**config.mk**
```make
export PLATFORM = sky130hd
export DESIGN_NAME = nrwr_ram
export DESIGN_NICKNAME = d
export VERILOG_FILES = /design/src/rtl/nrwr_ram.sv
export SDC_FILE = /design/constraint.sdc
export NUM_CORES = 1
export LEC_CHECK = 0
export ABC_AREA = 1
export BUFFER_PORTS_ARGS = -buffer_cell sky130_fd_sc_hd__buf_2
export CORE_MARGIN = 8
export CORE_UTILIZATION = 60
export DETAILED_ROUTE_END_ITERATION = 8
export GPL_TIMING_DRIVEN = 0
export HOLD_SLACK_MARGIN = 0.03
export PLACE_DENSITY = 0.76
export SLEW_MARGIN = 0
export SYNTH_ARGS = -nofsm -noshare
export SYNTH_HDL_FRONTEND = slang
export SYNTH_SLANG_ARGS = --single-unit
```
**constraint.sdc**
```tcl
create_clock -name i_clk -period 2.88 [get_ports i_clk]
set_clock_uncertainty 0.1 [all_clocks]
set_input_delay 0.864 -clock i_clk [delete_from_list [all_inputs] [get_ports i_clk]]
set_output_delay 0.864 -clock i_clk [all_outputs]
set_load 0.02 [all_outputs]
```
**src/rtl/nrwr_ram.sv**
```systemverilog
module nrwr_ram #(
    parameter int Width = 8,
    parameter int Depth = 64
) (
    input  logic                     i_clk,
    input  logic                     i_we,
    input  logic [$clog2(Depth)-1:0] i_waddr,
    input  logic [Width-1:0]         i_wdata,
    input  logic [$clog2(Depth)-1:0] i_raddr,
    output logic [Width-1:0]         o_rdata
);
    logic [Width-1:0] r_mem [Depth];
    logic [Width-1:0] r_rdata;

    always_ff @(posedge i_clk) begin
        if (i_we) begin
            r_mem[i_waddr] <= i_wdata;
        end
        r_rdata <= r_mem[i_raddr];
    end

    assign o_rdata = r_rdata;
endmodule

```
==> out/qor.txt, run 1 <==
Crit path kind - primary input to flop
Crit start category - primary input
Final setup viols - 35
I/O Pins - 30
DR vias - 14900
Reg2Reg Depth - 8
Die area - 41900 µm²
Fin crit share - 103%
CTS Buf Count - 51
Fin. Hold Viols - 0
Area Growth Syn to Fin - 10.8%
Rows - 69
Clock root cell - clkbuf_16
Place WS - -589 ps
HP Class - primary input to flop
DRC - 0
Share of cells above drive strength 1 - 10.2%
Yosys warnings - 0
# Max-Cap Violations - 0
Unique cell type count in the Yosys netlist - 16
Kind of end point of the critical path - flop
Final ANT Viol Nets - 0
Placed cells - 2295
Hold-fix buffers, CTS - 0
Chip height - 205 µm
Via density - 6.23
Synthesized area - 21300 µm²
Most common cell after layout, fill and taps aside - nand2_1
Hold Path End - o_rdata[0]$_DFF_P_
Mapped Nets - 1827
Synth Register Bits - 520
Initial antenna violation count - 2
Status - finished, violations left
Reg2reg start - r_mem[62][3]$_DFFE_PP_
Post-CTS setup buffer count - 0
Final core occ - 67.0%
1st-pass router iterations - 6
RSZ-0062 raised after global routing - true
Vias in the first global route - 14000
Fmax achieved - 336 MHz
Clk_lat worst skew - 580 ps
Critical path data required time - 2980 ps
Pins Over Slew Limit - 0
Final TNS setup - -1730 ps
Final GP Congestion - 0.963
Endpoint of the worst-slack reg-to-reg timing path - o_rdata[3]$_DFF_P_
Tmin final - 2970 ps
Fin worst setup slack - -93.6 ps
Grt total ovfl - 0
CP arrival - 3070 ps
Leak - 0.00857 µW
Hold path cells - 3
Syn avg cell area - 11.8 µm²
Chip width - 205 µm
Post-synthesis sequential area ratio - 72.8%
Hold Path Origin - i_raddr[5]
Post-DP HPWL - 38.7 mm
R2R Setup Slk - 1230 ps
Clock sinks - 520
VDD IR max - 0.577 mV
Failing checks - negative setup slack
Max-slew headroom - 1.61%
Most frequent cells in the layout - 648 x nand2_1, 512 x edfxtp_1, 439 x nand3_1
Clock Tree Buf Depth - 3
Wirelength per Cell - 24.9 µm
Power Density - 659 nW/µm²
Worst-margin pin slew - 1480 ps
Global-route wire length before repair - 87.2 mm
Initial DRC count - 2309
Total Nets Final - 1910
Post-Syn Instances - 1805
Final WL - 59.3 mm
Core ar. - 35300 µm²
Largest net degree at the start of global routing - 65
Initial Util - 60.4%
Clock slew at reported path FFs - 60 ps
CP max FO - 9
Non-Filler Instances - 2385
Number of H-tree levels - 2
Total GRT Usage - 28.2%
Port buffer count - 21
TritonCTS clock tree - built
==> per-stage QoR <==
stage / instance area [µm²] / total power [µW] / hold WS (ps)
2_1_floorplan: 21300 / 9160 / 622
3_3_place_gp: 22000 / 9610 / 750
3_5_place_dp: 22100 / 9650 / 747
4_1_cts: 23600 / 15500 / 659
5_1_grt: 23600 / 15900 / 680
6_report: 23600 / 15600 / 676
==> layout make-up <==
type / count / area, µm²
Antenna cell: 1 / 2.50
Buffer: 113 / 808
Clock buffer: 68 / 1340
Clock inverter: 20 / 131
Fill cell: 2531 / 11700
Inverter: 12 / 50.0
Multi-Input combinational cell: 1160 / 5010
Sequential cell: 520 / 15500
Tap cell: 461 / 577
Timing Repair Buffer: 30 / 188
==> logic make-up (layout without fill, tap and decap cells) <==
group | count (synthesis) | after routing | share of synthesized area (%)
other | 0 | 1 | 0
AND/OR/NAND/NOR | 1160 | 1160 | 23.2
flip-flops | 520 | 520 | 72.8
buffers and inverters | 125 | 243 | 4.02
==> power by group <==
part           switching (µW)  total (µW)  internal (µW)  leakage, µW
clock network            2710        6050           3340     0.000713
logic                     843        1130            288      0.00318
registers                15.1        8400           8380      0.00467
total                    3570       15600          12000      0.00857
==> flip-flops by register name, indices dropped and copies added, names as in the netlist <==
name	cells
r_mem	512
o_rdata	8
==> Yosys cell counts <==
| cell type | instances | area (µm²) |
|---|---|---|
| nand2_1 | 648 | 2430 |
| edfxtp_1 | 512 | 15400 |
| nand3_1 | 439 | 2200 |
| nor2_1 | 56 | 210 |
| buf_2 | 37 | 185 |
| buf_6 | 35 | 394 |
| clkbuf_1 | 15 | 56.3 |
| buf_4 | 14 | 105 |
| buf_1 | 10 | 37.5 |
| inv_1 | 10 | 37.5 |
| nand4_1 | 9 | 56.3 |
| dfxtp_1 | 8 | 160 |
| nor4_1 | 8 | 50.1 |
| buf_8 | 2 | 30.0 |
| inv_2 | 1 | 3.75 |
| inv_6 | 1 | 8.76 |
==> timing repair <==
item,4_1_cts,5_1_grt
resized for setup,1,4
endpoints found under the hold margin,0,0
setup endpoints to repair,8,33
pin swaps,0,0
==> metal layers <==
layer  share of wire [%]  global-route usage [%]  vias to the layer above
met5               0.022                       0                        -
met4                 4.3                    11.4                        2
met3                  13                    5.72                      176
met2                  45                    43.0                     1087
met1                  38                    39.6                     7076
li1                    -                       -                     6518
==> how the worst max path moves through the flow <==
stage	slack, ps	start	cells past startpoint	to
after CTS	60	i_waddr[0]	4	r_mem[24][2]$_DFFE_PP_
after detailed placement	-590	i_waddr[0]	4	r_mem[26][0]$_DFFE_PP_
after global routing	-20	i_waddr[1]	4	r_mem[8][0]$_DFFE_PP_
after global placement	-530	i_we	3	r_mem[53][6]$_DFFE_PP_
final	-90	i_waddr[0]	4	r_mem[42][0]$_DFFE_PP_
after floorplan	150	i_we	3	r_mem[48][0]$_DFFE_PP_
==> critical path, stage by stage <==
cell and delay (ps):
clkbuf_1 220, inv_1 330, nand4_1 700, nor2_1 950
No activity file was read; power rests on OpenSTA's default activity.
==> run 2, diff against run 1 <==
- CORE_UTILIZATION: 60 -> 37
- PLACE_DENSITY: 0.76 -> not set
- SLEW_MARGIN: 0 -> not set
- clock period: 2.88 -> 2.7 ns (I/O delays scaled with it)
==> run 2 against run 1 <==
  * The run still ends with negative setup slack left
  * Global-route usage shrank 9.4 points
  * Die area grew 57%
  * Routed wire length grew 6.1%
  * Critical path type unchanged
==> out/qor.txt, run 2 (synthesized netlist as in run 1, its figures left out) <==
Status - finished, violations left
Failing checks - negative setup slack
R2R Setup Slk - 1040 ps
VDD IR max - 0.487 mV
Via density - 5.28
Max reg flops - 512
Final core occ - 42.3%
Port buffer count - 21
Number of H-tree levels - 2
Most frequent cells in the layout - 648 x nand2_1, 512 x edfxtp_1, 439 x nand3_1
Die area - 65600 µm²
Most common cell after layout, fill and taps aside - nand2_1
Initial Util - 37.2%
Core ar. - 57400 µm²
1st-pass router iterations - 6
Initial DRC count - 1776
Non-Filler Instances - 2699
Initial antenna violation count - 3
Final instance area - 24300 µm²
RSZ-0062 raised after global routing - true
Clock slew at reported path FFs - 60 ps
Kind of end point of the critical path - flop
Met2 WL - 28.6 mm
Top reg by flops - r_mem
Clk_lat worst skew - 600 ps
Largest net degree at the start of global routing - 65
Fin crit share - 109%
Fmax achieved - 340 MHz
M1 wire length - 26.3 mm
Placed cells - 2600
CTS Buf Count - 51
Total Nets Final - 1913
CP arrival - 3060 ps
Crit path kind - primary input to flop
Pins Over Slew Limit - 0
TritonCTS clock tree - built
Chip width - 256 µm
Critical path data required time - 2810 ps
Post-DP HPWL - 41.9 mm
CP max FO - 9
Worst-margin pin slew - 1390 ps
DP Area - 22500 µm²
Clock root cell - clkbuf_16
Top Metal Used - met5
Clock sinks - 520
Crit start category - primary input
HP Class - primary input to flop
Area Growth Syn to Fin - 13.8%
DR vias - 14300
Total GRT Usage - 18.8%
Final GP Congestion - 0.939
Wirelength per Cell - 23.3 µm
Met3 WL post-DR - 5.97 mm
Final setup viols - 151
DRC - 0
Leak - 0.00868 µW
Global-route wire length before repair - 91.5 mm
Final ANT Viol Nets - 0
Place WS - -753 ps
Max-slew headroom - 7.14%
Share of cells above drive strength 1 - 11.6%
Fin worst setup slack - -242 ps
Tmin final - 2940 ps
Clock Tree Buf Depth - 3
Power Density - 709 nW/µm²
Vias in the first global route - 13700
Chip height - 256 µm
Grt total ovfl - 0
I/O Pins - 30
# Max-Cap Violations - 0
Fin. Hold Viols - 0
Rows - 88
Final WL - 62.9 mm
run 2: cell types whose count changed in the layout (fill, tap and decap cells not counted), moves of 2 or more:
cell,change
clkbuf_1,-3
clkbuf_8,+7
nor2_2,+14
inv_6,-3
bufinv_16,+2
clkbuf_16,+2
buf_4,+5
buf_2,-3
nor2_1,-15
run 2: layer usage:
metal	track usage (%)	vias to the layer above
li1	-	6533
met1	25.9	6933
met2	29.4	667
met3	3.84	129
met4	6.26	2
met5	0	-
run 2: repair_timing:
item,CTS,global route
pin swaps,0,0
gates resized for setup,7,16
hold buffers,0,0
buffers inserted,0,2
setup endpoints to repair,112,201
run 2: area by class of cell:
class	count	area, µm²
timing repair buffer	33	230
buffer	113	810
antenna	2	5.00
clock buffer	74	1480
inverter	12	50.0
tap	765	957
clock inverter	20	178
fill	5322	33100
sequential	520	15500
multi-input combinational	1160	5050
run 2: worst paths after layout:
path,startpoint,end,depth (start not counted)
min reg2reg,r_mem[40][2]$_DFFE_PP_,o_rdata[2]$_DFF_P_,8
max reg2reg,r_mem[61][6]$_DFFE_PP_,o_rdata[6]$_DFF_P_,8
max,i_waddr[0],r_mem[40][1]$_DFFE_PP_,4
min,i_raddr[5],o_rdata[1]$_DFF_P_,3
run 2: power by group:
part           internal (µW)  switching, µW  total, µW
clock network           4070           2980       7050
logic                    312            915       1230
registers               8940           16.3       8950
total                  13300           3910      17200
run 2: worst max-delay path: stages:
cell	delay (ps)
clkbuf_1	220
inv_1	340
nand4_1	730
nor2_1	950
run 2: through the flow:
step                hold WS [ps]  total power (µW)  TNS [ps]
floorplan                    622              9770         0
global placement             767             10300   -204670
detailed placement           774             10300   -235690
CTS                          617             17300     -4810
global route                 672             17700    -18680
finish                       709             17200    -15130
