===== src/rtl/nrwr_pkg.sv =====
package nrwr_pkg;

    localparam int AccDepth   = 64;
    localparam int RejDepth   = 64;
    localparam int CoordBits  = 24;
    localparam int AccIdxBits = $clog2(AccDepth);
    localparam int RejIdxBits = $clog2(RejDepth);
    localparam int AccCntBits = $clog2(AccDepth + 1);
    localparam int RejCntBits = $clog2(RejDepth + 1);
    localparam int IdBits     = 32;
    localparam int SlotBits   = 16;
    localparam int RadBits    = 23;
    localparam int DiffBits   = CoordBits + 1;
    localparam int SqBits     = 2 * DiffBits;
    localparam int SumBits    = SqBits + 1;
    localparam int DistBits   = 49;
    localparam int RejWidth   = 2 * CoordBits + SlotBits;
    localparam int QDepth     = 2;

    typedef enum logic [2:0] {
        CMD_ADD_ACC  = 3'd0,
        CMD_ADD_REJ  = 3'd1,
        CMD_CLEAR    = 3'd2,
        CMD_FIND_ID  = 3'd3,
        CMD_FIND_NEAR = 3'd4
    } t_cmd;

    // classified work item handed from front to back
    typedef struct packed {
        logic [2:0]                 cmd;
        logic                       full;
        logic [IdBits-1:0]          identity;
        logic signed [CoordBits-1:0] qx;
        logic signed [CoordBits-1:0] qz;
        logic [RadBits-1:0]         radius;
        logic [AccCntBits-1:0]      acc_cnt;
        logic [RejCntBits-1:0]      rej_cnt;
    } t_job;

endpackage


===== src/rtl/nrwr_front.sv =====
module nrwr_front import nrwr_pkg::*; (
    input  logic                  i_clk,
    input  logic                  i_rst_n,
    input  logic                  i_valid,
    output logic                  o_stall,
    input  logic [2:0]            i_command,
    input  logic [IdBits-1:0]     i_identity,
    input  logic signed [CoordBits-1:0] i_pos_x,
    input  logic signed [CoordBits-1:0] i_pos_z,
    input  logic [SlotBits-1:0]   i_slot,
    input  logic [RadBits-1:0]    i_radius,
    output logic                  o_acc_we,
    output logic [AccIdxBits-1:0] o_acc_waddr,
    output logic [IdBits-1:0]     o_acc_wdata,
    output logic                  o_rej_we,
    output logic [RejIdxBits-1:0] o_rej_waddr,
    output logic [RejWidth-1:0]   o_rej_wdata,
    output logic                  o_job_valid,
    output t_job                  o_job,
    input  logic                  i_job_pop,
    input  logic                  i_scan_busy
);
    logic [AccCntBits-1:0] r_acc_cnt, n_acc_cnt;
    logic [RejCntBits-1:0] r_rej_cnt, n_rej_cnt;
    t_job                  r_q [QDepth];
    logic                  r_wp, r_rp;
    logic [1:0]            r_fill;
    logic                  w_take, w_acc_full, w_rej_full;
    t_job                  w_job;

    // hold a clear until no older job can still read the tables
    assign o_stall    = (r_fill == 2'(QDepth)) ||
        (i_command == CMD_CLEAR && (r_fill != 2'd0 || i_scan_busy));
    assign w_take     = i_valid && !o_stall;
    assign w_acc_full = (r_acc_cnt >= AccCntBits'(AccDepth));
    assign w_rej_full = (r_rej_cnt >= RejCntBits'(RejDepth));

    // classify the beat, update counts and append to tables
    always_comb begin
        n_acc_cnt = r_acc_cnt;
        n_rej_cnt = r_rej_cnt;
        o_acc_we  = 1'b0;
        o_rej_we  = 1'b0;
        w_job.full = 1'b0;
        if (w_take) begin
            case (i_command)
                CMD_ADD_ACC: begin
                    w_job.full = w_acc_full;
                    if (!w_acc_full) begin
                        o_acc_we  = 1'b1;
                        n_acc_cnt = r_acc_cnt + 1'b1;
                    end
                end
                CMD_ADD_REJ: begin
                    w_job.full = w_rej_full;
                    if (!w_rej_full) begin
                        o_rej_we  = 1'b1;
                        n_rej_cnt = r_rej_cnt + 1'b1;
                    end
                end
                CMD_CLEAR: begin
                    n_acc_cnt = '0;
                    n_rej_cnt = '0;
                end
                default: ;
            endcase
        end
        w_job.cmd      = i_command;
        w_job.identity = i_identity;
        w_job.qx       = i_pos_x;
        w_job.qz       = i_pos_z;
        w_job.radius   = i_radius;
        w_job.acc_cnt  = r_acc_cnt;
        w_job.rej_cnt  = r_rej_cnt;
    end

    assign o_acc_waddr = r_acc_cnt[AccIdxBits-1:0];
    assign o_acc_wdata = i_identity;
    assign o_rej_waddr = r_rej_cnt[RejIdxBits-1:0];
    assign o_rej_wdata = {i_pos_x, i_pos_z, i_slot};

    // hold jobs in a short queue
    always_ff @(posedge i_clk) begin
        if (!i_rst_n) begin
            r_acc_cnt <= '0;
            r_rej_cnt <= '0;
            r_wp      <= 1'b0;
            r_rp      <= 1'b0;
            r_fill    <= '0;
        end else begin
            r_acc_cnt <= n_acc_cnt;
            r_rej_cnt <= n_rej_cnt;
            if (w_take) r_wp <= !r_wp;
            if (i_job_pop) r_rp <= !r_rp;
            r_fill <= r_fill + {1'b0, w_take} - {1'b0, i_job_pop};
        end
        if (w_take) r_q[r_wp] <= w_job;
    end

    assign o_job_valid = (r_fill != 2'd0);
    assign o_job       = r_q[r_rp];
endmodule


===== config.mk =====
export PLATFORM = sky130hd
export DESIGN_NAME = nrwr_front
export DESIGN_NICKNAME = d
export VERILOG_FILES = /design/src/rtl/nrwr_pkg.sv /design/src/rtl/nrwr_front.sv
export SDC_FILE = /design/constraint.sdc
export NUM_CORES = 1
export LEC_CHECK = 0
export ABC_AREA = 1
export BUFFER_PORTS_ARGS = -buffer_cell sky130_fd_sc_hd__buf_4
export CAP_MARGIN = 20
export CORE_UTILIZATION = 40
export CTS_BUF_LIST = sky130_fd_sc_hd__clkbuf_8
export CTS_CLUSTER_SIZE = 40
export DETAILED_ROUTE_END_ITERATION = 10
export GPL_TIMING_DRIVEN = 1
export PLACE_DENSITY = 0.68
export SLEW_MARGIN = 20
export SYNTH_ARGS = -nofsm -noshare
export SYNTH_HDL_FRONTEND = slang
export SYNTH_SLANG_ARGS = --single-unit

===== constraint.sdc =====
create_clock -name i_clk -period 6.95 [get_ports i_clk]
set_input_delay 0 -clock i_clk [delete_from_list [all_inputs] [get_ports i_clk]]
set_output_delay 0 -clock i_clk [all_outputs]
set_load 0.05 [all_outputs]

==> out/qor.yml <==
outcome:
  outcome: "completed"
power:
  p_leak_uw: 0.005705
  pwr-share-clk: 0.295
  p_sw_frac: 0.3168
  p_per_area_mw_per_mm2: 295.8
  p_sw_uw: 1365
  ir_worst_vdd_mv: 0.1588
  power.internal_uw: 2944
  seq_power_share: 0.450
  combPwrFrac: 0.256
synthesis:
  synth.lib_cells_used.distinct: 28
  synthCells: 646
  syn-num-nets: 777
  synth_area_sq_mm: 0.01060
  synth_seq_cells: 261
  ys_seq_area_frac: 0.7215
  ys_warn_count: 0
  synth_area_per_cell_sq_um: 16.41
global_route:
  grt_util_all_layers: 0.1646
  grt_pass1_vias: 6427
  gr-total-overflow: 0
  antenna_found_initial: 0
  grt_max_degree: 68
  grt_pass1_wl_microns: 33910
layout:
  drive_above_1_share: 0.4995
  layout.nets: 1141
  antenna_cells: 0
  syn_to_final_growth_pct: 37.45
  n_fill_cell: 2090
  stdcell_count: 1378
critical_path:
  critPathMaxFanout: 67
  crit_type: "reg -> out"
  crit_chain: "buf_4 -> mux2_2 -> buf_4"
  worstPathRequired_ns: 6.95
  cp_slowest_cell: "buf_4"
  worst-path-buf-inv: 2
  slowest_delay_ns: 0.85
  r2r_slack_ns: 4.15
  cp.arrival_ns: 2.92
  reg2reg_from: "r_fill[0]"
  setup.worst_path.end_class: "output port"
  cp_top_family: "buffers and inverters"
  crit_top_cell: "buf_4"
  r2r-end: "r_q[0][82]"
  r2r.worst_path.cells: 7
  critPathLaunchType: "flop"
clock_tree:
  cts_buffers: 44
  cts_tree: "yes"
  cts_resized: 0
  htree_levels: 2
  cts_buffer_depth: 3
  clk_latency_ns: 0.54
  cts_root_buffer: "clkbuf_8"
  path_clk_slew_ns: 0.06
  cts.sinks: 261
route:
  ant_nets: 0
  met3_length_microns: 1457
  m1WireLength_microns: 9045
  routed_wirelength_microns: 23440
  routed.top_layer: "met4"
  first_pass_iters: 4
  avgRoutedWirePerCell_microns: 17.01
  drt_iter0_markers: 267
  dr_wl_met2_microns: 12310
  vias: 6381
  avgViaCountPerCell: 4.631
  remaining_drc_errors: 0
place:
  globalplace.congestion: 0.7784
  portBuffers: 327
  dp.cells: 1190
  dp.final_hpwl_microns: 14300
sta:
  finalSetupViolCount: 0
  rsz0062_at_grt: "no"
  finalCriticalPeriod_ns: 2.915
  tightest_slew_ns: 0.9425
  timing.final.crit_share: 0.4194
  max_slew_margin: 0.3717
  tns_ns: 0
  skew_ns: 0.02208
  max_freq_ghz: 0.3431
  finalHoldViolCount: 0
  slew_violations: 0
die:
  die_w_microns: 164.8
  num_rows: 59
  start_util: 0.4067
  ios: 360
  die_area_sq_mm: 0.02715
  dieHeight_microns: 164.8
  core_sq_mm: 0.02606
worst_hold_path:
  hp-class: "in -> out"
  hold_end: "o_rej_wdata[14]"
  hold_start: "i_slot[14]"
  hold_path_depth: 0
flow_run:
  maxCapViolCount: 0
## stage by stage
stage | utilization | worst slack, ns | instance area (sq um) | hold slack [ns] | total power [uW]
3_3_place_gp | 0.4851 | 4.081 | 12640 | 0.0003409 | 3015
2_1_floorplan | - | 0.4854 | 10600 | 0.09887 | 2763
5_1_grt | 0.5590 | 3.847 | 14570 | 0.00007182 | 4482
4_1_cts | 0.5590 | 3.924 | 14570 | 0.0003409 | 4366
3_5_place_dp | 0.4851 | 4.064 | 12640 | 0.0003409 | 3028
6_report | 0.5590 | 4.035 | 14570 | 0.00001931 | 4309
## registers in the layout, indices dropped and copies added (netlist names), named ones only
signal     flops
r_acc_cnt      7
r_fill         2
r_rej_cnt      7
r_rp           1
r_wp           1
r_q          242
## power groups by stage
stage          registers (uW)  logic [uW]  clock network [uW]
6_report                 1940        1100                1270
5_1_grt                  1950        1150                1380
4_1_cts                  1940        1110                1320
3_5_place_dp             1970        1060                   0
3_3_place_gp             1960        1050                   0
2_1_floorplan            1970         790                   0
## how the worst max path moves through the flow
stage / start / end / slack (ns) / cells past startpoint
after floorplan: r_fill[0] / r_q[0][0] / 0.49 / 6
after global placement: r_fill[0] / r_q[0][71] / 4.08 / 7
after global routing: flop / o_job[111] / 3.85 / 3
after CTS: flop / o_job[9] / 3.92 / 3
final: flop / o_job[110] / 4.04 / 3
after detailed placement: r_fill[0] / r_q[0][78] / 4.06 / 7
## worst register-to-register path, cell delays in order (launching register included)
cell and delay (ns):
dfxtp_1 0.31, inv_1 0.08, nand2_1 0.07, nand3_2 0.10, nand3_4 0.20, nor2_4 0.17
buf_4 0.66, buf_4 0.81
## cells by family (layout without fill, tap and decap cells)
family,after synthesis,after routing,share of synthesized area
AO/OA/AOI/OAI,26,26,0.01298
XOR/XNOR,3,3,0.002479
adder cells (fa/ha/maj),4,4,0.004722
buffers and inverters,140,537,0.08972
flip-flops,261,261,0.7215
multiplexers,121,121,0.1286
AND/OR/NAND/NOR,91,91,0.04002
## area by class of cell
cell class              count  area, sq um  share of cell area
repair buffers            441         3583              0.2460
clock buffers              50        688.2             0.04724
multi-input cells         245         2016              0.1384
well taps                 335        419.2             0.02877
inverters                  17        63.81            0.004380
flip-flops and latches    261         7651              0.5252
clock inverters            29        146.4             0.01005
## cells in the final DEF (no fill, tap or decap)
master | netlist | layout
nor2_1 | 31 | 29
nand4_1 | 3 | 3
xnor2_1 | 2 | 2
a21oi_1 | 13 | 13
xor2_1 | 1 | 1
nand3_2 | 1 | 1
nand2_2 | 2 | 2
mux2_2 | 121 | 121
nor3_1 | 1 | 1
nand3_4 | 1 | 1
dfxtp_4 | 0 | 1
dfxtp_1 | 19 | 18
o21ai_1 | 1 | 1
bufinv_16 | 0 | 1
inv_2 | 2 | 2
edfxtp_1 | 242 | 242
nor2_8 | 1 | 1
o21ai_0 | 9 | 9
nor2_2 | 1 | 1
nor2_4 | 1 | 3
nand3_1 | 9 | 9
dlygate4sd3_1 | 0 | 109
clkinv_1 | 1 | 7
o21bai_1 | 3 | 3
clkinv_2 | 0 | 3
buf_4 | 109 | 332
clkinvlp_4 | 0 | 2
ha_1 | 4 | 4
inv_1 | 14 | 31
nand2_1 | 37 | 37
clkbuf_8 | 0 | 50
nor3b_1 | 3 | 3
## synth_stat cells, drive strengths merged
| library cell | instances | area share |
|---|---|---|
| xor2 | 1 | 0.00083 |
| o21ai | 10 | 0.0047 |
| buf | 122 | 0.083 |
| mux2 | 121 | 0.13 |
| o21bai | 3 | 0.0021 |
| ha | 4 | 0.0047 |
| edfxtp | 242 | 0.69 |
| nand3 | 11 | 0.0068 |
| a21oi | 13 | 0.0061 |
| nor3 | 1 | 0.00047 |
| inv | 16 | 0.0057 |
| clkinv | 1 | 0.00035 |
| clkbuf | 1 | 0.00035 |
| nand4 | 3 | 0.0018 |
| xnor2 | 2 | 0.0017 |
| nor2 | 34 | 0.015 |
| nand2 | 39 | 0.014 |
| dfxtp | 19 | 0.036 |
| nor3b | 3 | 0.0021 |
## metal layers
| metal | global-route usage | vias to the layer above |
|---|---|---|
| li1 | - | 2992 |
| met1 | 0.1910 | 3096 |
| met2 | 0.2926 | 247 |
| met3 | 0.03717 | 46 |
| met4 | 0.06714 | 0 |
| met5 | 0 | - |
## repair_timing
action                                 in CTS  in global routing
setup buffers                               0                  0
endpoints found under the hold margin     233                  0
hold buffers                              109                  0
Power figures use the tool's default switching activity.
