===== config.mk =====
export PLATFORM = sky130hd
export DESIGN_NAME = nrwr_back
export DESIGN_NICKNAME = d
export VERILOG_FILES = /design/src/rtl/nrwr_pkg.sv /design/src/rtl/nrwr_back.sv
export SDC_FILE = /design/constraint.sdc
export NUM_CORES = 2
export LEC_CHECK = 0
export ABC_CLOCK_PERIOD_IN_PS = 12000
export BUFFER_PORTS_ARGS = -buffer_cell sky130_fd_sc_hd__clkbuf_2
export CORE_MARGIN = 2
export CORE_UTILIZATION = 53
export CTS_CLUSTER_SIZE = 8
export DETAILED_ROUTE_END_ITERATION = 10
export PLACE_DENSITY = 0.78
export SLEW_MARGIN = 10
export SYNTH_ARGS = -nofsm -noshare
export SYNTH_HDL_FRONTEND = slang
export SYNTH_SLANG_ARGS = --single-unit
export TNS_END_PERCENT = 50

===== constraint.sdc =====
create_clock -name i_clk -period 12 [get_ports i_clk]
set_clock_uncertainty 0.05 [all_clocks]
set_input_delay 0 -clock i_clk [delete_from_list [all_inputs] [get_ports i_clk]]
set_output_delay 0 -clock i_clk [all_outputs]
set_load 0.02 [all_outputs]

===== src/rtl/nrwr_pkg.sv =====
package nrwr_pkg;

    localparam int AccDepth   = 64;
    localparam int RejDepth   = 64;
    localparam int CoordBits  = 24;
    localparam int AccIdxBits = $clog2(AccDepth);
    localparam int RejIdxBits = $clog2(RejDepth);
    localparam int AccCntBits = $clog2(AccDepth + 1);
    localparam int RejCntBits = $clog2(RejDepth + 1);
    localparam int IdBits     = 32;
    localparam int SlotBits   = 16;
    localparam int RadBits    = 23;
    localparam int DiffBits   = CoordBits + 1;
    localparam int SqBits     = 2 * DiffBits;
    localparam int SumBits    = SqBits + 1;
    localparam int DistBits   = 49;
    localparam int RejWidth   = 2 * CoordBits + SlotBits;
    localparam int QDepth     = 2;

    typedef enum logic [2:0] {
        CMD_ADD_ACC  = 3'd0,
        CMD_ADD_REJ  = 3'd1,
        CMD_CLEAR    = 3'd2,
        CMD_FIND_ID  = 3'd3,
        CMD_FIND_NEAR = 3'd4
    } t_cmd;

    // classified work item handed from front to back
    typedef struct packed {
        logic [2:0]                 cmd;
        logic                       full;
        logic [IdBits-1:0]          identity;
        logic signed [CoordBits-1:0] qx;
        logic signed [CoordBits-1:0] qz;
        logic [RadBits-1:0]         radius;
        logic [AccCntBits-1:0]      acc_cnt;
        logic [RejCntBits-1:0]      rej_cnt;
    } t_job;

endpackage


===== src/rtl/nrwr_back.sv =====
module nrwr_back import nrwr_pkg::*; (
    input  logic                  i_clk,
    input  logic                  i_rst_n,
    input  logic                  i_job_valid,
    input  t_job                  i_job,
    output logic                  o_job_pop,
    output logic                  o_scan_busy,
    output logic [AccIdxBits-1:0] o_acc_raddr,
    input  logic [IdBits-1:0]     i_acc_rdata,
    output logic [RejIdxBits-1:0] o_rej_raddr,
    input  logic [RejWidth-1:0]   i_rej_rdata,
    output logic                  o_valid,
    input  logic                  i_stall,
    output logic                  o_status,
    output logic                  o_found,
    output logic [5:0]            o_entry_index,
    output logic [SlotBits-1:0]   o_match_slot,
    output logic [DistBits-1:0]   o_match_distance
);
    typedef enum logic [4:0] {
        S_IDLE = 5'b00001,
        S_SCAN = 5'b00010,
        S_SQ   = 5'b00100,
        S_CMP  = 5'b01000,
        S_OUT  = 5'b10000
    } t_state;

    t_state                r_state;
    t_job                  r_job;
    logic [RejCntBits-1:0] r_idx;
    logic [RejCntBits-1:0] r_cur;
    logic                  r_have;
    logic [SumBits-1:0]    r_best;
    logic [SlotBits-1:0]   r_bslot;
    logic [5:0]            r_bidx;
    logic [SqBits-1:0]     r_sqx, r_sqz;
    logic [SlotBits-1:0]   r_cslot;
    logic [RejCntBits-1:0] r_cidx;
    logic                  r_ovalid;
    logic                  r_ostatus, r_ofound;
    logic [5:0]            r_oidx;
    logic [SlotBits-1:0]   r_oslot;
    logic [DistBits-1:0]   r_odist;

    logic signed [CoordBits-1:0] w_ex, w_ez;
    logic signed [DiffBits-1:0]  w_dx, w_dz;
    logic [DiffBits-1:0]         w_mx, w_mz;
    logic [SumBits-1:0]          w_d;
    logic                        w_near, w_out_free, w_is_near;
    logic [RejCntBits-1:0]       w_cnt;

    // take a new job only once the held result beat leaves
    assign w_out_free = !r_ovalid || !i_stall;
    assign o_job_pop  = (r_state == S_IDLE) && i_job_valid && w_out_free;
    assign o_scan_busy = (r_state == S_SCAN) || (r_state == S_SQ) || (r_state == S_CMP);
    assign w_is_near  = (r_job.cmd == CMD_FIND_NEAR);
    assign w_cnt      = w_is_near ? r_job.rej_cnt : RejCntBits'(r_job.acc_cnt);
    assign o_acc_raddr = r_idx[AccIdxBits-1:0];
    assign o_rej_raddr = r_idx[RejIdxBits-1:0];

    // absolute differences of the entry read last cycle
    assign w_ex = i_rej_rdata[RejWidth-1 -: CoordBits];
    assign w_ez = i_rej_rdata[SlotBits +: CoordBits];
    assign w_dx = DiffBits'(w_ex) - DiffBits'(r_job.qx);
    assign w_dz = DiffBits'(w_ez) - DiffBits'(r_job.qz);
    assign w_mx = w_dx[DiffBits-1] ? DiffBits'(-w_dx) : DiffBits'(w_dx);
    assign w_mz = w_dz[DiffBits-1] ? DiffBits'(-w_dz) : DiffBits'(w_dz);
    assign w_d  = SumBits'(r_sqx) + SumBits'(r_sqz);
    assign w_near = (w_d < r_best) ||
        (r_have && w_d == r_best && r_cslot < r_bslot);

    // run one job: for a lookup scan a table an entry at a time, then post the beat
    always_ff @(posedge i_clk) begin
        if (!i_rst_n) begin
            r_state  <= S_IDLE;
            r_ovalid <= 1'b0;
        end else begin
            if (r_ovalid && !i_stall) r_ovalid <= 1'b0;
            unique case (r_state)
                S_IDLE: begin
                    if (o_job_pop) begin
                        r_job     <= i_job;
                        r_idx     <= '0;
                        r_have    <= 1'b0;
                        r_ofound  <= 1'b0;
                        r_oidx    <= '0;
                        r_oslot   <= '0;
                        r_odist   <= '0;
                        r_ostatus <= i_job.full;
                        r_best    <= SumBits'(i_job.radius) * SumBits'(i_job.radius);
                        if (i_job.cmd == CMD_FIND_ID || i_job.cmd == CMD_FIND_NEAR)
                            r_state <= S_SCAN;
                        else
                            r_state <= S_OUT;
                    end
                end
                S_SCAN: begin
                    // issue read of entry r_idx
                    if (r_idx >= w_cnt) begin
                        if (w_is_near && r_have) begin
                            r_ofound <= 1'b1;
                            r_oidx   <= r_bidx;
                            r_oslot  <= r_bslot;
                            r_odist  <= r_best[DistBits-1:0];
                        end
                        r_state <= S_OUT;
                    end else begin
                        r_cur   <= r_idx;
                        r_idx   <= r_idx + 1'b1;
                        r_state <= S_SQ;
                    end
                end
                S_SQ: begin
                    if (w_is_near) begin
                        r_sqx   <= SqBits'(w_mx) * SqBits'(w_mx);
                        r_sqz   <= SqBits'(w_mz) * SqBits'(w_mz);
                        r_cslot <= i_rej_rdata[SlotBits-1:0];
                        r_cidx  <= r_cur;
                        r_state <= S_CMP;
                    end else if (i_acc_rdata == r_job.identity) begin
                        r_ofound <= 1'b1;
                        r_oidx   <= 6'(r_cur);
                        r_state  <= S_OUT;
                    end else begin
                        r_state <= S_SCAN;
                    end
                end
                S_CMP: begin
                    if (w_near) begin
                        r_best  <= w_d;
                        r_have  <= 1'b1;
                        r_bidx  <= 6'(r_cidx);
                        r_bslot <= r_cslot;
                    end
                    r_state <= S_SCAN;
                end
                S_OUT: begin
                    if (w_out_free) begin
                        r_ovalid <= 1'b1;
                        r_state  <= S_IDLE;
                    end
                end
                default: r_state <= S_IDLE;
            endcase
        end
    end

    assign o_valid          = r_ovalid;
    assign o_status         = r_ostatus;
    assign o_found          = r_ofound;
    assign o_entry_index    = r_oidx;
    assign o_match_slot     = r_oslot;
    assign o_match_distance = r_odist;
endmodule


==> qor_table.md <==
| Result | Value |
| --- | --- |
| Run status | completed |
| Final clock period utilization by the worst path | 95.9% |
| Number of storage elements in the synthesis netlist | 383 |
| Async set-reset flop share out of synthesis | 0% |
| Critical path arrival | 11.88 ns |
| Tmin final | 11.51 ns |
| Effective utilization at floorplan | 53.4% |
| Fraction of layout cells with a size suffix above 1 | 7.04% |
| Weighted congestion at the end of routability-driven global placement | 0.961 |
| Critical Path Slowest Stage Cell | fa_1 |
| Via count of the first global-routing pass | 58118 |
| Most common library cell in the layout ignoring fill and taps | inv_1 |
| Total buffers and inverters traversed by the critical path | 4 |
| Post-Place Setup Slack | 0.463 ns |
| RSZ-0062 raised after global routing | no |
| Clock slew at reported path FFs | 0.06 ns |
| GR Util All Layers | 28.4% |
| Root Driver | clkbuf_16 |
| Worst hold margin | 0.0203 ns |
| Highest cell delay on the worst timing path | 0.57 ns |
| Wire length of the first global-routing pass | 304 mm |
| Most used cell, CP | fa_1 |
| Primary FF master, synth | edfxtp_1 |
| Standard-cell rows | 133 |
| Max Freq | 86.9 MHz |
| # IOs | 309 |
| Drt pass-1 iters | 8 |
| Sequential element share of the synthesized area | 16.3% |
| Die H | 368 µm |
| Total number of vias | 52373 |
| Kind of cell adding the most delay to the critical path | adder cells |
| Area overhead of the layout relative to synthesis | 10.7% |
| Yosys warning total | 0 |
| Critical-path maximum fanout | 16 |
| CORE AREA | 131000 µm² |
| Setup slack of the critical path after layout | 0.490 ns |
| Type of the worst setup path | reg -> reg |
| Overflow after GRT | 0 |
| Commonest cells after routing, fill and taps aside | 1865 x inv_1, 1325 x fa_1, 705 x ha_1, 563 x nor2_1, 527 x nand2_1 |
| Count of port buffers added during placement | 308 |
| Path category of the worst min-delay check | in -> reg |
| Number of flops mapped to enable cells by yosys | 377 |
| Number of levels the H-tree was split into | 2 |
| Maximum number of buffers from clock root to sink | 3 |
| Remaining antenna violation count | 0 |
| Pin slew with the least headroom to its limit | 1.18 ns |
| Syn Inst Count | 7252 |
| CTS Buf Count | 55 |
| Number of distinct library cells after synthesis | 86 |
| Die Span X | 368 µm |
| Synthesized area | 70200 µm² |
| CTS tree | built |
| Total area of multi-input combinational cells | 51100 µm² |
| Number of max-slew violations in the final report | 0 |
| Data required time of the worst path | 12.37 ns |
| Filler cells | 10708 |
| Placed wire-length estimate | 150 mm |
| Final setup viols | 0 |
| Number of max-capacitance violations reported | 0 |
| Clock latency of the later-clocked register in the worst-skew pair | 0.69 ns |
| Number of antenna violations at the first check in global routing | 6 |
| Post-CTS setup buffers | 0 |
| Sequential cell area | 11400 µm² |
| # nets final | 9990 |
| Routed wire length | 187 mm |
| DRC violations left | 0 |
| Total die area | 135000 µm² |
| Number of clock sinks seen by CTS | 383 |
| Final Hold Viols | 0 |
| Final sum of negative setup slack | 0 ns |
| Final routed wire length divided by cell count | 19.7 µm |
| Via density per instance | 5.50 |
| Critical Path Start Type | register |
| Number of DRC markers after the initial detailed-route iteration | 4072 |
| Synthesized area per cell | 9.68 µm² |
| Maximum number of pins on one net before global-route repair | 90 |
| Capturing element type of the critical path | register |
| Rel. slew slack | 21.4% |
-- what timing repair did --
item / in CTS / in global routing
gates resized for setup: 0 / 11
setup endpoints to repair: 0 / 8
endpoints found under the hold margin: 158 / 0
hold buffers: 196 / 0
-- cells in the mapped netlist, types with 6 or more instances --
master / number / area share [%]
nor2_1: 565 / 3.0
ha_1: 705 / 13
nor3_1: 59 / 0.42
buf_1: 10 / 0.053
nor4b_1: 10 / 0.12
nand3b_1: 12 / 0.13
and2_1: 145 / 1.3
a31oi_1: 22 / 0.20
a21o_1: 144 / 1.5
o21bai_1: 32 / 0.34
nand4_1: 40 / 0.36
clkbuf_1: 175 / 0.94
and3_1: 27 / 0.24
nand2b_1: 61 / 0.54
and4_1: 8 / 0.10
o31ai_1: 18 / 0.19
o211ai_1: 15 / 0.16
a21oi_1: 241 / 1.7
xnor2_1: 179 / 2.2
or2_2: 21 / 0.19
fa_1: 1325 / 38
buf_2: 9 / 0.064
clkinv_1: 6 / 0.032
buf_4: 14 / 0.15
mux2i_1: 8 / 0.11
a211oi_1: 20 / 0.21
nor3b_1: 8 / 0.086
nor2b_1: 46 / 0.41
o21a_1: 37 / 0.40
o21ai_0: 145 / 1.0
nand2_1: 527 / 2.8
a21boi_0: 6 / 0.064
a31o_2: 8 / 0.10
nor4_1: 17 / 0.15
nand3_1: 64 / 0.46
a22o_1: 7 / 0.087
o31a_1: 6 / 0.075
or4_1: 6 / 0.064
xor2_1: 142 / 1.8
edfxtp_1: 377 / 16
inv_1: 1866 / 10
mux2_2: 10 / 0.16
or3_1: 11 / 0.098
dfxtp_1: 6 / 0.17
-- kinds of logic (layout without fill, tap and decap cells) --
group           Yosys count  count (layout)  synth area share, %
buf+inv                2084            2565                 11.3
xor+xnor                322             322                 4.04
flops                   383             383                 16.3
compound gates          773             773                 7.05
other cells               2              41               0.0107
mux                      18              18                0.275
fa+ha+maj              2030            2030                 50.4
simple gates           1640            1640                 10.7
-- final timing paths --
check             from        end  slack (ns)  depth (start not counted)
min reg2reg  r_cidx[2]  r_bidx[2]        0.36                          0
max reg2reg  r_job[61]  r_sqx[49]        0.49                         38
max          r_job[61]  r_sqx[49]        0.49                         38
min           i_job[7]   r_job[7]        0.02                          2
-- layer usage --
metal	share of wire [%]	wire, µm	GRT usage, %
met2	49	91000	48.2
met4	5.5	10300	13.3
met5	0.0075	14	0
met3	9.3	17400	6.03
met1	37	68700	34.6
-- stage by stage --
stage	cells	util (%)	area (µm²)
floorplan	7286	-	70300
global placement	9241	56.3	74000
detailed placement	9241	56.3	74000
CTS	9522	59.0	77600
global route	9526	59.1	77700
finish	9527	59.1	77700
-- registers in the layout, summed over array words and instances, names as in the netlist, 6 cells and up --
register / cells
o_match_slot: 16
r_best: 51
r_cidx: 6
r_cur: 6
r_cslot: 16
r_sqx: 49
r_job: 97
r_idx: 7
r_bslot: 16
o_match_distance: 49
o_entry_index: 6
r_bidx: 6
r_sqz: 49
-- layout make-up --
class | instances | area share (%)
Clock inverter | 6 | 0.166
Antenna cell | 5 | 0.0161
Inverter | 1874 | 9.06
Timing Repair Buffer | 606 | 5.51
Multi-Input combinational cell | 4819 | 65.8
Clock buffer | 79 | 1.93
Tap cell | 1755 | 2.83
Sequential cell | 383 | 14.7
Power is not shown: default switching activity piles up to over one toggle a cycle in this logic, so the estimate is an artifact.
